### src/minh_pkg.sv
`default_nettype none
package minh_pkg;

    localparam int SIGN_SIZE = 8;
    localparam int IDX_W     = 3;
    localparam int VAL_W     = 31;
    localparam int MOD_W     = VAL_W + 1;

    localparam logic [VAL_W-1:0] INT_MAX = {VAL_W{1'b1}};

    localparam logic CMD_LOAD    = 1'b0;
    localparam logic CMD_ELEMENT = 1'b1;

    // request to the serial modular multiply-add unit
    typedef struct packed {
        logic             start;
        logic [MOD_W-1:0] modulus;
        logic [VAL_W-1:0] mult;
        logic [VAL_W-1:0] add;
        logic [VAL_W-1:0] element;
    } mm_req_t;

    typedef struct packed {
        logic             done;
        logic [VAL_W-1:0] hash;
    } mm_rsp_t;

endpackage
`default_nettype wire

### src/minh_ifs.sv
`default_nettype none
interface minh_in_if;
    logic        valid;
    logic        ready;
    logic        cmd;
    logic [2:0]  coeff_index;
    logic [30:0] coeff_mult;
    logic [30:0] coeff_add;
    logic [30:0] element;
    logic        last_element;

    modport source (output valid, cmd, coeff_index, coeff_mult, coeff_add, element,
                    last_element, input ready);
    modport sink (input valid, cmd, coeff_index, coeff_mult, coeff_add, element,
                  last_element, output ready);
endinterface

interface minh_out_if;
    logic        valid;
    logic        ready;
    logic [2:0]  hash_index;
    logic [30:0] min_value;
    logic        last_of_signature;

    modport source (output valid, hash_index, min_value, last_of_signature, input ready);
    modport sink (input valid, hash_index, min_value, last_of_signature, output ready);
endinterface

interface minh_cfg_if;
    logic        valid;
    logic        ready;
    logic [30:0] prime_modulus;

    modport source (output valid, prime_modulus, input ready);
    modport sink (input valid, prime_modulus, output ready);
endinterface
`default_nettype wire

### src/minh_mulmod.sv
`default_nettype none
module minh_mulmod (
    input  wire logic            clk,
    input  wire logic            rst_n,
    input  minh_pkg::mm_req_t    req,
    output minh_pkg::mm_rsp_t    rsp
);
    import minh_pkg::*;

    localparam int CNT_W = $clog2(VAL_W);

    typedef enum logic [3:0] {
        MM_IDLE   = 4'b0001,
        MM_REDUCE = 4'b0010,
        MM_HORNER = 4'b0100,
        MM_FINISH = 4'b1000
    } mm_state_t;

    mm_state_t        state_reg, state_next;
    logic [CNT_W-1:0] cnt_reg, cnt_next;
    logic             done_reg, done_next;
    logic [MOD_W-1:0] p_reg, p_next;
    logic [VAL_W-1:0] a_sh_reg, a_sh_next;
    logic [VAL_W-1:0] b_sh_reg, b_sh_next;
    logic [VAL_W-1:0] x_sh_reg, x_sh_next;
    logic [VAL_W-1:0] a_red_reg, a_red_next;
    logic [VAL_W-1:0] b_red_reg, b_red_next;
    logic [VAL_W-1:0] acc_reg, acc_next;
    logic [VAL_W-1:0] hash_reg, hash_next;

    logic [MOD_W-1:0] red_a, red_a_n, red_b, red_b_n;
    logic [MOD_W:0]   p_wide, hx, h1, h2, fs, fr;

    always_comb
    begin
        // residue doubling plus one input bit, at most one subtract
        red_a   = {a_red_reg, a_sh_reg[VAL_W-1]};
        red_a_n = (red_a >= p_reg) ? red_a - p_reg : red_a;
        red_b   = {b_red_reg, b_sh_reg[VAL_W-1]};
        red_b_n = (red_b >= p_reg) ? red_b - p_reg : red_b;

        // Horner step on x, MSB first: 2*acc + bit*a < 3p
        p_wide = {1'b0, p_reg};
        hx     = {1'b0, acc_reg, 1'b0}
                 + (x_sh_reg[VAL_W-1] ? {2'b00, a_red_reg} : {(MOD_W+1){1'b0}});
        h1     = (hx >= p_wide) ? hx - p_wide : hx;
        h2     = (h1 >= p_wide) ? h1 - p_wide : h1;

        fs = {2'b00, acc_reg} + {2'b00, b_red_reg};
        fr = (fs >= p_wide) ? fs - p_wide : fs;
    end

    always_comb
    begin
        state_next = state_reg;
        cnt_next   = cnt_reg;
        done_next  = 1'b0;
        p_next     = p_reg;
        a_sh_next  = a_sh_reg;
        b_sh_next  = b_sh_reg;
        x_sh_next  = x_sh_reg;
        a_red_next = a_red_reg;
        b_red_next = b_red_reg;
        acc_next   = acc_reg;
        hash_next  = hash_reg;
        case (state_reg)
            MM_IDLE:
            begin
                if (req.start)
                begin
                    p_next     = req.modulus;
                    a_sh_next  = req.mult;
                    b_sh_next  = req.add;
                    x_sh_next  = req.element;
                    a_red_next = '0;
                    b_red_next = '0;
                    acc_next   = '0;
                    cnt_next   = '0;
                    state_next = MM_REDUCE;
                end
            end
            MM_REDUCE:
            begin
                a_red_next = red_a_n[VAL_W-1:0];
                b_red_next = red_b_n[VAL_W-1:0];
                a_sh_next  = {a_sh_reg[VAL_W-2:0], 1'b0};
                b_sh_next  = {b_sh_reg[VAL_W-2:0], 1'b0};
                cnt_next   = cnt_reg + 1'b1;
                if (cnt_reg == CNT_W'(VAL_W - 1))
                begin
                    cnt_next   = '0;
                    state_next = MM_HORNER;
                end
            end
            MM_HORNER:
            begin
                acc_next  = h2[VAL_W-1:0];
                x_sh_next = {x_sh_reg[VAL_W-2:0], 1'b0};
                cnt_next  = cnt_reg + 1'b1;
                if (cnt_reg == CNT_W'(VAL_W - 1))
                begin
                    cnt_next   = '0;
                    state_next = MM_FINISH;
                end
            end
            MM_FINISH:
            begin
                hash_next  = fr[VAL_W-1:0];
                done_next  = 1'b1;
                state_next = MM_IDLE;
            end
            default:
            begin
                state_next = MM_IDLE;
            end
        endcase
    end

    always_ff @(posedge clk or negedge rst_n)
    begin
        if (!rst_n)
        begin
            state_reg <= MM_IDLE;
            cnt_reg   <= '0;
            done_reg  <= 1'b0;
        end
        else
        begin
            state_reg <= state_next;
            cnt_reg   <= cnt_next;
            done_reg  <= done_next;
        end
    end

    always_ff @(posedge clk)
    begin
        p_reg     <= p_next;
        a_sh_reg  <= a_sh_next;
        b_sh_reg  <= b_sh_next;
        x_sh_reg  <= x_sh_next;
        a_red_reg <= a_red_next;
        b_red_reg <= b_red_next;
        acc_reg   <= acc_next;
        hash_reg  <= hash_next;
    end

    assign rsp.done = done_reg;
    assign rsp.hash = hash_reg;

endmodule
`default_nettype wire

### src/minhash_signature_top.sv
// Channel  Dir  Payload
// item     in   cmd, coeff_index, coeff_mult, coeff_add, element, last_element
// result   out  hash_index, min_value, last_of_signature
// cfg      in   prime_modulus (always ready)
//
// Load request: written to the coefficient tables. Element request: each hash runs on one
// bit-serial multiply-add-mod unit (start, reducing a and b, Horner steps over x, final
// add, done), one hash after another for all hashes; item.ready is low meanwhile.
// After the last element, 8 results leave one per cycle while result.ready.
// Reset sets the modulus to 2147483647 and all minima to 2147483647.
`default_nettype none
module minhash_signature_top (
    input wire logic clk,
    input wire logic rst_n,
    minh_in_if.sink  item,
    minh_out_if.source result,
    minh_cfg_if.sink cfg
);
    import minh_pkg::*;

    typedef enum logic [2:0] {
        ST_IDLE = 3'b001,
        ST_HASH = 3'b010,
        ST_EMIT = 3'b100
    } top_state_t;

    top_state_t       state_reg, state_next;
    logic [IDX_W-1:0] idx_reg, idx_next;
    logic             issue_reg, issue_next;
    logic             last_reg, last_next;
    logic [VAL_W-1:0] x_reg, x_next;
    logic [VAL_W-1:0] p_reg;

    logic [VAL_W-1:0] mult_tab_reg [SIGN_SIZE];
    logic [VAL_W-1:0] add_tab_reg  [SIGN_SIZE];
    logic [VAL_W-1:0] min_reg      [SIGN_SIZE];

    logic             out_valid_reg, out_valid_next;
    logic [IDX_W-1:0] out_idx_reg, out_idx_next;
    logic [VAL_W-1:0] out_min_reg, out_min_next;
    logic             out_last_reg, out_last_next;

    logic             item_fire, load_fire, min_wr, min_clear;
    mm_req_t          mm_req;
    mm_rsp_t          mm_rsp;

    assign item.ready = (state_reg == ST_IDLE);
    assign item_fire  = item.valid && item.ready;
    assign load_fire  = item_fire && (item.cmd == CMD_LOAD)
                        && (32'(item.coeff_index) < SIGN_SIZE);
    assign cfg.ready  = 1'b1;

    assign mm_req.start   = issue_reg;
    assign mm_req.modulus = (p_reg == '0) ? {1'b1, {VAL_W{1'b0}}} : {1'b0, p_reg};
    assign mm_req.mult    = mult_tab_reg[idx_reg];
    assign mm_req.add     = add_tab_reg[idx_reg];
    assign mm_req.element = x_reg;

    minh_mulmod u_mulmod (
        .clk   (clk),
        .rst_n (rst_n),
        .req   (mm_req),
        .rsp   (mm_rsp)
    );

    assign min_wr = (state_reg == ST_HASH) && mm_rsp.done
                    && (mm_rsp.hash < min_reg[idx_reg]);

    always_comb
    begin
        state_next     = state_reg;
        idx_next       = idx_reg;
        issue_next     = 1'b0;
        last_next      = last_reg;
        x_next         = x_reg;
        out_valid_next = out_valid_reg && !result.ready;
        out_idx_next   = out_idx_reg;
        out_min_next   = out_min_reg;
        out_last_next  = out_last_reg;
        min_clear      = 1'b0;
        case (state_reg)
            ST_IDLE:
            begin
                if (item_fire && (item.cmd == CMD_ELEMENT))
                begin
                    x_next     = item.element;
                    last_next  = item.last_element;
                    idx_next   = '0;
                    issue_next = 1'b1;
                    state_next = ST_HASH;
                end
            end
            ST_HASH:
            begin
                if (mm_rsp.done)
                begin
                    if (idx_reg == IDX_W'(SIGN_SIZE - 1))
                    begin
                        idx_next   = '0;
                        state_next = last_reg ? ST_EMIT : ST_IDLE;
                    end
                    else
                    begin
                        idx_next   = idx_reg + 1'b1;
                        issue_next = 1'b1;
                    end
                end
            end
            ST_EMIT:
            begin
                if (!out_valid_reg || result.ready)
                begin
                    out_valid_next = 1'b1;
                    out_idx_next   = idx_reg;
                    out_min_next   = min_reg[idx_reg];
                    out_last_next  = (idx_reg == IDX_W'(SIGN_SIZE - 1));
                    idx_next       = idx_reg + 1'b1;
                    if (idx_reg == IDX_W'(SIGN_SIZE - 1))
                    begin
                        idx_next   = '0;
                        min_clear  = 1'b1;
                        state_next = ST_IDLE;
                    end
                end
            end
            default:
            begin
                state_next = ST_IDLE;
            end
        endcase
    end

    always_ff @(posedge clk or negedge rst_n)
    begin
        if (!rst_n)
        begin
            state_reg     <= ST_IDLE;
            idx_reg       <= '0;
            issue_reg     <= 1'b0;
            out_valid_reg <= 1'b0;
            p_reg         <= INT_MAX;
            for (int i = 0; i < SIGN_SIZE; i++)
            begin
                min_reg[i] <= INT_MAX;
            end
        end
        else
        begin
            state_reg     <= state_next;
            idx_reg       <= idx_next;
            issue_reg     <= issue_next;
            out_valid_reg <= out_valid_next;
            if (cfg.valid && cfg.ready)
            begin
                p_reg <= cfg.prime_modulus;
            end
            if (min_clear)
            begin
                for (int i = 0; i < SIGN_SIZE; i++)
                begin
                    min_reg[i] <= INT_MAX;
                end
            end
            else if (min_wr)
            begin
                min_reg[idx_reg] <= mm_rsp.hash;
            end
        end
    end

    always_ff @(posedge clk)
    begin
        last_reg     <= last_next;
        x_reg        <= x_next;
        out_idx_reg  <= out_idx_next;
        out_min_reg  <= out_min_next;
        out_last_reg <= out_last_next;
        if (load_fire)
        begin
            mult_tab_reg[item.coeff_index] <= item.coeff_mult;
            add_tab_reg[item.coeff_index]  <= item.coeff_add;
        end
    end

    assign result.valid             = out_valid_reg;
    assign result.hash_index        = out_idx_reg;
    assign result.min_value         = out_min_reg;
    assign result.last_of_signature = out_last_reg;

endmodule
`default_nettype wire

### src/flat_wrapper.sv
// flat-port wrapper written by rule: the top's interface ports become plain ports
module minhash_signature_top_flat import minh_pkg::*;
  (clk, rst_n, item_valid, item_cmd, item_coeff_index, item_coeff_mult, item_coeff_add, item_element, item_last_element, item_ready, result_valid, result_hash_index, result_min_value, result_last_of_signature, result_ready, cfg_valid, cfg_prime_modulus, cfg_ready);
  minh_in_if item_i ();
  minh_out_if result_i ();
  minh_cfg_if cfg_i ();
  input wire logic clk;
  input wire logic rst_n;
  input wire logic [$bits(item_i.valid)-1:0] item_valid;
  input wire logic [$bits(item_i.cmd)-1:0] item_cmd;
  input wire logic [$bits(item_i.coeff_index)-1:0] item_coeff_index;
  input wire logic [$bits(item_i.coeff_mult)-1:0] item_coeff_mult;
  input wire logic [$bits(item_i.coeff_add)-1:0] item_coeff_add;
  input wire logic [$bits(item_i.element)-1:0] item_element;
  input wire logic [$bits(item_i.last_element)-1:0] item_last_element;
  output wire logic [$bits(item_i.ready)-1:0] item_ready;
  output wire logic [$bits(result_i.valid)-1:0] result_valid;
  output wire logic [$bits(result_i.hash_index)-1:0] result_hash_index;
  output wire logic [$bits(result_i.min_value)-1:0] result_min_value;
  output wire logic [$bits(result_i.last_of_signature)-1:0] result_last_of_signature;
  input wire logic [$bits(result_i.ready)-1:0] result_ready;
  input wire logic [$bits(cfg_i.valid)-1:0] cfg_valid;
  input wire logic [$bits(cfg_i.prime_modulus)-1:0] cfg_prime_modulus;
  output wire logic [$bits(cfg_i.ready)-1:0] cfg_ready;
  assign item_i.valid = item_valid;
  assign item_i.cmd = item_cmd;
  assign item_i.coeff_index = item_coeff_index;
  assign item_i.coeff_mult = item_coeff_mult;
  assign item_i.coeff_add = item_coeff_add;
  assign item_i.element = item_element;
  assign item_i.last_element = item_last_element;
  assign item_ready = item_i.ready;
  assign result_valid = result_i.valid;
  assign result_hash_index = result_i.hash_index;
  assign result_min_value = result_i.min_value;
  assign result_last_of_signature = result_i.last_of_signature;
  assign result_i.ready = result_ready;
  assign cfg_i.valid = cfg_valid;
  assign cfg_i.prime_modulus = cfg_prime_modulus;
  assign cfg_ready = cfg_i.ready;
  minhash_signature_top u_core (.clk(clk), .rst_n(rst_n), .item(item_i), .result(result_i), .cfg(cfg_i));
endmodule
### config.mk
export PLATFORM = sky130hd
export DESIGN_NAME = minhash_signature_top_flat
export DESIGN_NICKNAME = d
export VERILOG_FILES = /design/src/minh_pkg.sv /design/src/minh_ifs.sv /design/src/minh_mulmod.sv /design/src/minhash_signature_top.sv /design/src/flat_wrapper.sv
export SDC_FILE = /design/constraint.sdc
export NUM_CORES = 2
export LEC_CHECK = 0
export BUFFER_PORTS_ARGS = -buffer_cell sky130_fd_sc_hd__buf_2
export CORE_MARGIN = 2
export CORE_UTILIZATION = 30
export DETAILED_ROUTE_END_ITERATION = 6
export PLACE_DENSITY = 0.45
export SLEW_MARGIN = 10
export SYNTH_ARGS = -nofsm -noshare
export SYNTH_HDL_FRONTEND = slang
export SYNTH_SLANG_ARGS = --single-unit
export TNS_END_PERCENT = 50
### constraint.sdc
create_clock -name clk -period 10.4 [get_ports clk]
set_input_delay 2.08 -clock clk [delete_from_list [all_inputs] [get_ports clk]]
set_output_delay 2.08 -clock clk [all_outputs]
set_load 0.01 [all_outputs]
; Word-level counts from Yosys, hierarchy flattened
; Memory sizes are Yosys's and may differ from the RTL's.
; Cells that the tools add are included.
[word_totals]
register_bits = 613
ramBits = 496
in_bits = 134
output_inout_bits = 38
elab_cells = 150
n_memories = 2
[op_classes]
add_sub_neg = 9
magnitude_cmp = 8
n_eq_ne = 17
muxes = 56
n_bitwise = 2
reduce_logical = 26
[mem_list]
columns = memory, depth, width, rd, rd_clocked_by_memory_dff, wr, line_no
row1 = u_core.add_tab_reg, 8, 31, 1, 0, 1, minhash_signature_top.sv:35  ; logic [VAL_W-1:0] add_tab_reg [SIGN_SIZE];
row2 = u_core.mult_tab_reg, 8, 31, 1, 0, 1, minhash_signature_top.sv:34  ; logic [VAL_W-1:0] mult_tab_reg [SIGN_SIZE];
[op_table]
columns = op, count
row1 = two-way mux 248 bit, 2
row2 = two-way mux 31 bit, 12
row3 = one-hot mux 31 bit (2 select lines), 6
row4 = bitwise mux 248 bit, 1
row5 = subtractor 31 bit, 4
row6 = >= comparator 32 bit, 3
row7 = binary-select mux 31 bit (select 3 bit), 1
row8 = demux 31 bit (select 3 bit), 1
row9 = >= comparator 33 x 32 -> 1 bit, 2
row10 = adder 32 x 31 -> 33 bit, 1
row11 = two-way mux 33 bit, 1
row12 = subtractor 33 x 32 -> 33 bit, 1
row13 = adder 31 x 31 -> 32 bit, 1
row14 = two-way mux 32 bit, 1
row15 = zero test 31 bit, 1
row16 = < comparator 31 bit, 1
row17 = two-way mux 3 bit, 10
row18 = one-hot mux 3 bit (3 select lines), 2
row19 = two-way mux 4 bit, 3
row20 = one-hot mux 4 bit (3 select lines), 1
row21 = AND reduction 2 bit, 6
row22 = two-way mux 1 bit, 11
row23 = two-way mux 5 bit, 2
row24 = != test 2 bit (second input constant), 5
row25 = 26 further kinds, 39

; Logic depth before layout (Yosys ltp)
[logic_depth]
ltp_word = 8
ltp_mapped = 35
mapped_depth_nobuf = 33

; Modules after synthesis
; A second synthesis with hierarchy kept.
[unflattened]
hier_cells = 4743
area_unflattened_um2 = 56441.6
[by_module_without_submodules]
columns = mod, n_inst, cells_each, area_each_um2
row1 = minhash_signature_top, 1, 2236, 33906.3
row2 = minh_mulmod, 1, 2507, 22535.4

; Worst setup path after synthesis
; OpenSTA, ideal clock, no wires.
[synth_timing]
path_type = reg-to-reg
startpoint = register u_core.u_mulmod.x_sh_reg[30]
endpoint = register u_core.u_mulmod.acc_reg[30], data pin
setup_time_ns = 0.266
arrival_ns = 7.277
t_required_ns = 10.134
setup_slack_ns = 2.857
stages_incl_launch_ff = 34
path_buffers = 2
period_less_slack_ns = 7.543
cell_sequence = edfxtp_1 > clkbuf_1 > and2_1 > ha_1 > fa_1 > a211oi_1 > nor4b_1 > o21ai_0 > a211oi_1 > o211ai_1 > mux2i_1 > nand2_1 > ha_1 > nand4_1 > o211ai_1 > a221oi_1 > o211ai_1 > a211oi_2 > o211ai_2 > buf_6 > mux2_4 > ha_1 > inv_1 > fa_1 > a21o_1 > a221oi_4 > a2111oi_1 > or4_4 > o21a_1 > o41ai_2 > o21a_1 > o21ai_1 > xnor2_1 > o31ai_1
[synth_via]
elab_chain_cells = 7
word_cells_on_any_way = 9
cone_classes = add/sub: 3 / order compare: 2 / mux: 4
[synth_lines]
columns = item, line_no
row1 = start: declaration, minh_mulmod.sv:25  ; logic [VAL_W-1:0] x_sh_reg, x_sh_next;
row2 = start signal: assignment, minh_mulmod.sv:140  ; x_sh_reg <= x_sh_next;
row3 = two-way mux 31 bit *, minh_mulmod.sv:45  ; + (x_sh_reg[VAL_W-1] ? {2'b00, a_red_reg} : {(MOD_W+1){1'b0}});
row4 = adder 32 x 31 -> 33 bit *, minh_mulmod.sv:45
row5 = subtractor 33 x 32 -> 33 bit / >= comparator 33 x 32 -> 1 bit (equally long branches), minh_mulmod.sv:46  ; h1 = (hx >= p_wide) ? hx - p_wide : hx;
row6 = two-way mux 33 bit *, minh_mulmod.sv:46
row7 = subtractor 31 bit / >= comparator 33 x 32 -> 1 bit (equally long branches), minh_mulmod.sv:47  ; h2 = (h1 >= p_wide) ? h1 - p_wide : h1;
row8 = two-way mux 31 bit *, minh_mulmod.sv:47
row9 = one-hot mux 31 bit (2 select lines) *, minh_mulmod.sv:66  ; case (state_reg)
row10 = end signal: assignment, minh_mulmod.sv:143  ; acc_reg <= acc_next;
row11 = end: declaration, minh_mulmod.sv:28  ; logic [VAL_W-1:0] acc_reg, acc_next;
; Mark *: on every way between the ends. The rest lies on a longest branch, timed or not.
; A chain may end at the register's enable or synchronous reset.

; Final worst setup path
; Ends and elaborated chain as after synthesis.

==> metrics.cfg <==
[detailed_routing]
avgRoutedWirePerCell_um=22.1
drtIter0Drc=3088
dr.pass1.iters=7
ant_nets=0
via_count=39600
drc_errors=2
vias_per_cell=5.12
routed_wl_um=171000

[cts]
clock_latency_ns=0.76
clk_pin_slew_ns=0.06
numCtsBuffers=131
cts_hold_buf=0
h-tree-depth=4
clock-sinks=1109
cts.repair.resized=0
root_buffer=clkbuf_16
post_cts_buffers=0
max-clock-path-buffers=3
tritoncts=done

[grt]
grt_pass1_vias=38900
grt-ovfl-total=0
antenna_found_initial=23
grt_util_all_layers=0.170
grt_max_degree=160
grt_pass1_wl_um=254000

[status]
violations=design-rule violations
status=complete, but fails checks

[power_and_ir_drop]
p_sw_uw=5680
p_leak_uw=0.0245
cellPowerDensity_nw_per_um2=244
p_sw_frac=0.356
p_seq_frac=0.334
p_comb_frac=0.381
pwr-share-clk=0.284
max-vdd-ir-drop_mv=0.215
p_int_uw=10300

[timing]
slew_violations=0
finClkSkew_ns=0.0213
grt_setup_unrepaired=no
worst_pin_slew_ns=1.29
post-route-min-period_ns=9.25
setup_tns_ns=0
layout_worst_path_cycle_share=0.889
max_freq_mhz=108
hold_viol_final=0
relSlewSlack=0.143
setup_viol=0

[yosys]
synth-seq-area-share=0.556
syn_avg_cell_area_um2=11.5
synth_ff_type=edfxtp_1
synth_mux_area_frac=0.0623
synth_fp_nets=5433
synthAdderAreaFrac=0.0576
synthesis.area_um2=57800
synth-seq-cells=1109
synthArstFlopShare=0.268
synth_cell_type_count=96
synth-simple-area-share=0.117
synth_top_family_by_area=compound AO/OA/AOI/OAI gates
synth_xor_area_frac=0.0277
postSynthCellCount=5037
synth_compound_area_frac=0.146
synth-edff-count=812
ys_warn_count=0

[worst_setup_path]
required_ns=10.98
cp-end-kind=flip-flop
critPathKind=flip-flop to flip-flop
cp_common_cell=ha_1
cp_slowest_cell=edfxtp_1
cp_max_fo=31
critPathMaxStageDelay_ns=0.80
start_kind=flip-flop
crit_arrival_ns=9.83

[placement]
place_congestion=0.890
io_buffers=170
dpl.hpwl_um=111000

[cells_and_area]
fin_util=0.341
drive_gt1_frac=0.193
final_net_count=5500
syn2layout_area_growth_pct=13.1
nFillCells=19200

[floorplanning]
initial_core_util=0.301
design.core.area_um2=192000
die_height_um=443
dieArea_um2=196000
row_count=161
io_pins=172
die_w_um=443

[min_path]
hp-class=flip-flop to flip-flop

[job]
maxCapViolCount=0

==> critical path: cells and delay by family (launching register included) <==
family / cells / cell delay, ns
AO/OA/AOI/OAI: 17 / 4.69
AND/OR/NAND/NOR: 4 / 1.35
adder cells (fa/ha/maj): 5 / 1.33
flip-flops: 1 / 0.80
XOR/XNOR: 2 / 0.51
multiplexers: 1 / 0.29
buffers and inverters: 1 / 0.05
==> synth_stat cells, drive strengths merged, types with 35 or more instances <==
cell,instances,share of area
mux2i,164,0.028
a22o,35,0.0053
xor2,65,0.0098
a221oi,100,0.015
xnor2,118,0.018
nand3,40,0.0048
a211oi,42,0.0056
nor3,138,0.019
nand4,43,0.0047
a22oi,78,0.010
mux2,131,0.026
buf,125,0.012
dfstp,281,0.13
o21ai,154,0.013
clkbuf,179,0.012
inv,141,0.0092
a21o,101,0.013
and2,47,0.0051
edfxtp,812,0.42
nand2,409,0.027
ha,255,0.055
o21a,44,0.0057
nor2,577,0.037
a21oi,540,0.047
==> routing by layer <==
layer  global-route usage  share of wire  wire, µm  up-vias
met5                    0        0.00024        41        -
li1                     -              -         -    18800
met2                0.267           0.45     77200      899
met1                0.245           0.48     82800    19700
met3               0.0226          0.041      7060      233
met4               0.0455          0.024      4130        6
==> cells by family after synthesis <==
logic type	Yosys count
XOR/XNOR	183
adder cells (fa/ha/maj)	262
multiplexers	316
flip-flops	1109
buffers and inverters	445
AO/OA/AOI/OAI	1304
other	1
AND/OR/NAND/NOR	1417
==> placed cells by master, fill, tap and decap left out, types with 139 or more instances in the layout <==
cell type	count
o21ai_0	145
inv_1	139
a21oi_1	537
mux2i_1	164
ha_1	255
nor2_1	567
edfxtp_1	812
buf_2	169
nand2_1	405
dfstp_2	281
==> metrics by stage <==
step	worst slack [ns]	area, µm²	instances	hold slack [ns]	power (µW)
finish	1.15	65400	7735	0.508	16000
global route	0.482	65400	7734	0.523	16900
CTS	1.08	65400	7732	0.511	16100
detailed placement	1.11	61200	7497	0.495	11500
global placement	1.23	61200	7497	0.489	11500
floorplan	2.86	57800	5037	0.448	9970
==> path summary, 6_finish.rpt <==
| kind | start | to | slack [ns] | cells past startpoint |
|---|---|---|---|---|
| worst max-delay path | u_core.u_mulmod.x_sh_reg[30] | u_core.u_mulmod.acc_reg[30] | 1.15 | 30 |
| worst min-delay path | u_core.u_mulmod.x_sh_reg[25] | u_core.u_mulmod.x_sh_reg[26] | 0.51 | 2 |
| worst max register to register | u_core.u_mulmod.x_sh_reg[30] | u_core.u_mulmod.acc_reg[30] | 1.15 | 30 |
| worst min register to register | u_core.u_mulmod.x_sh_reg[25] | u_core.u_mulmod.x_sh_reg[26] | 0.51 | 2 |
| max in group asynchronous | rst_n | u_core.idx_reg[2] | 7.77 | 2 |
| min in group asynchronous | rst_n | u_core.min_reg[54] | 1.71 | 1 |
==> power groups by stage <==
stage,Combinational [µW],Sequential (µW),Clock (µW)
floorplan,4620,5350,0
global placement,6070,5420,0
detailed placement,6060,5420,0
CTS,6090,5340,4680
global route,6740,5370,4840
finish,6090,5340,4540
==> cell type report <==
cell class	count	area, µm²	share of cell area
sequential	1109	32200	0.492
tap	2526	3160	0.0483
timing repair buffer	238	1410	0.0215
inverter	141	529	0.00809
antenna	3	7.51	0.000115
clock buffer	177	3670	0.0561
multi-input combinational	3483	23900	0.366
clock inverter	58	537	0.00821
(Power assumes the default switching activity.)
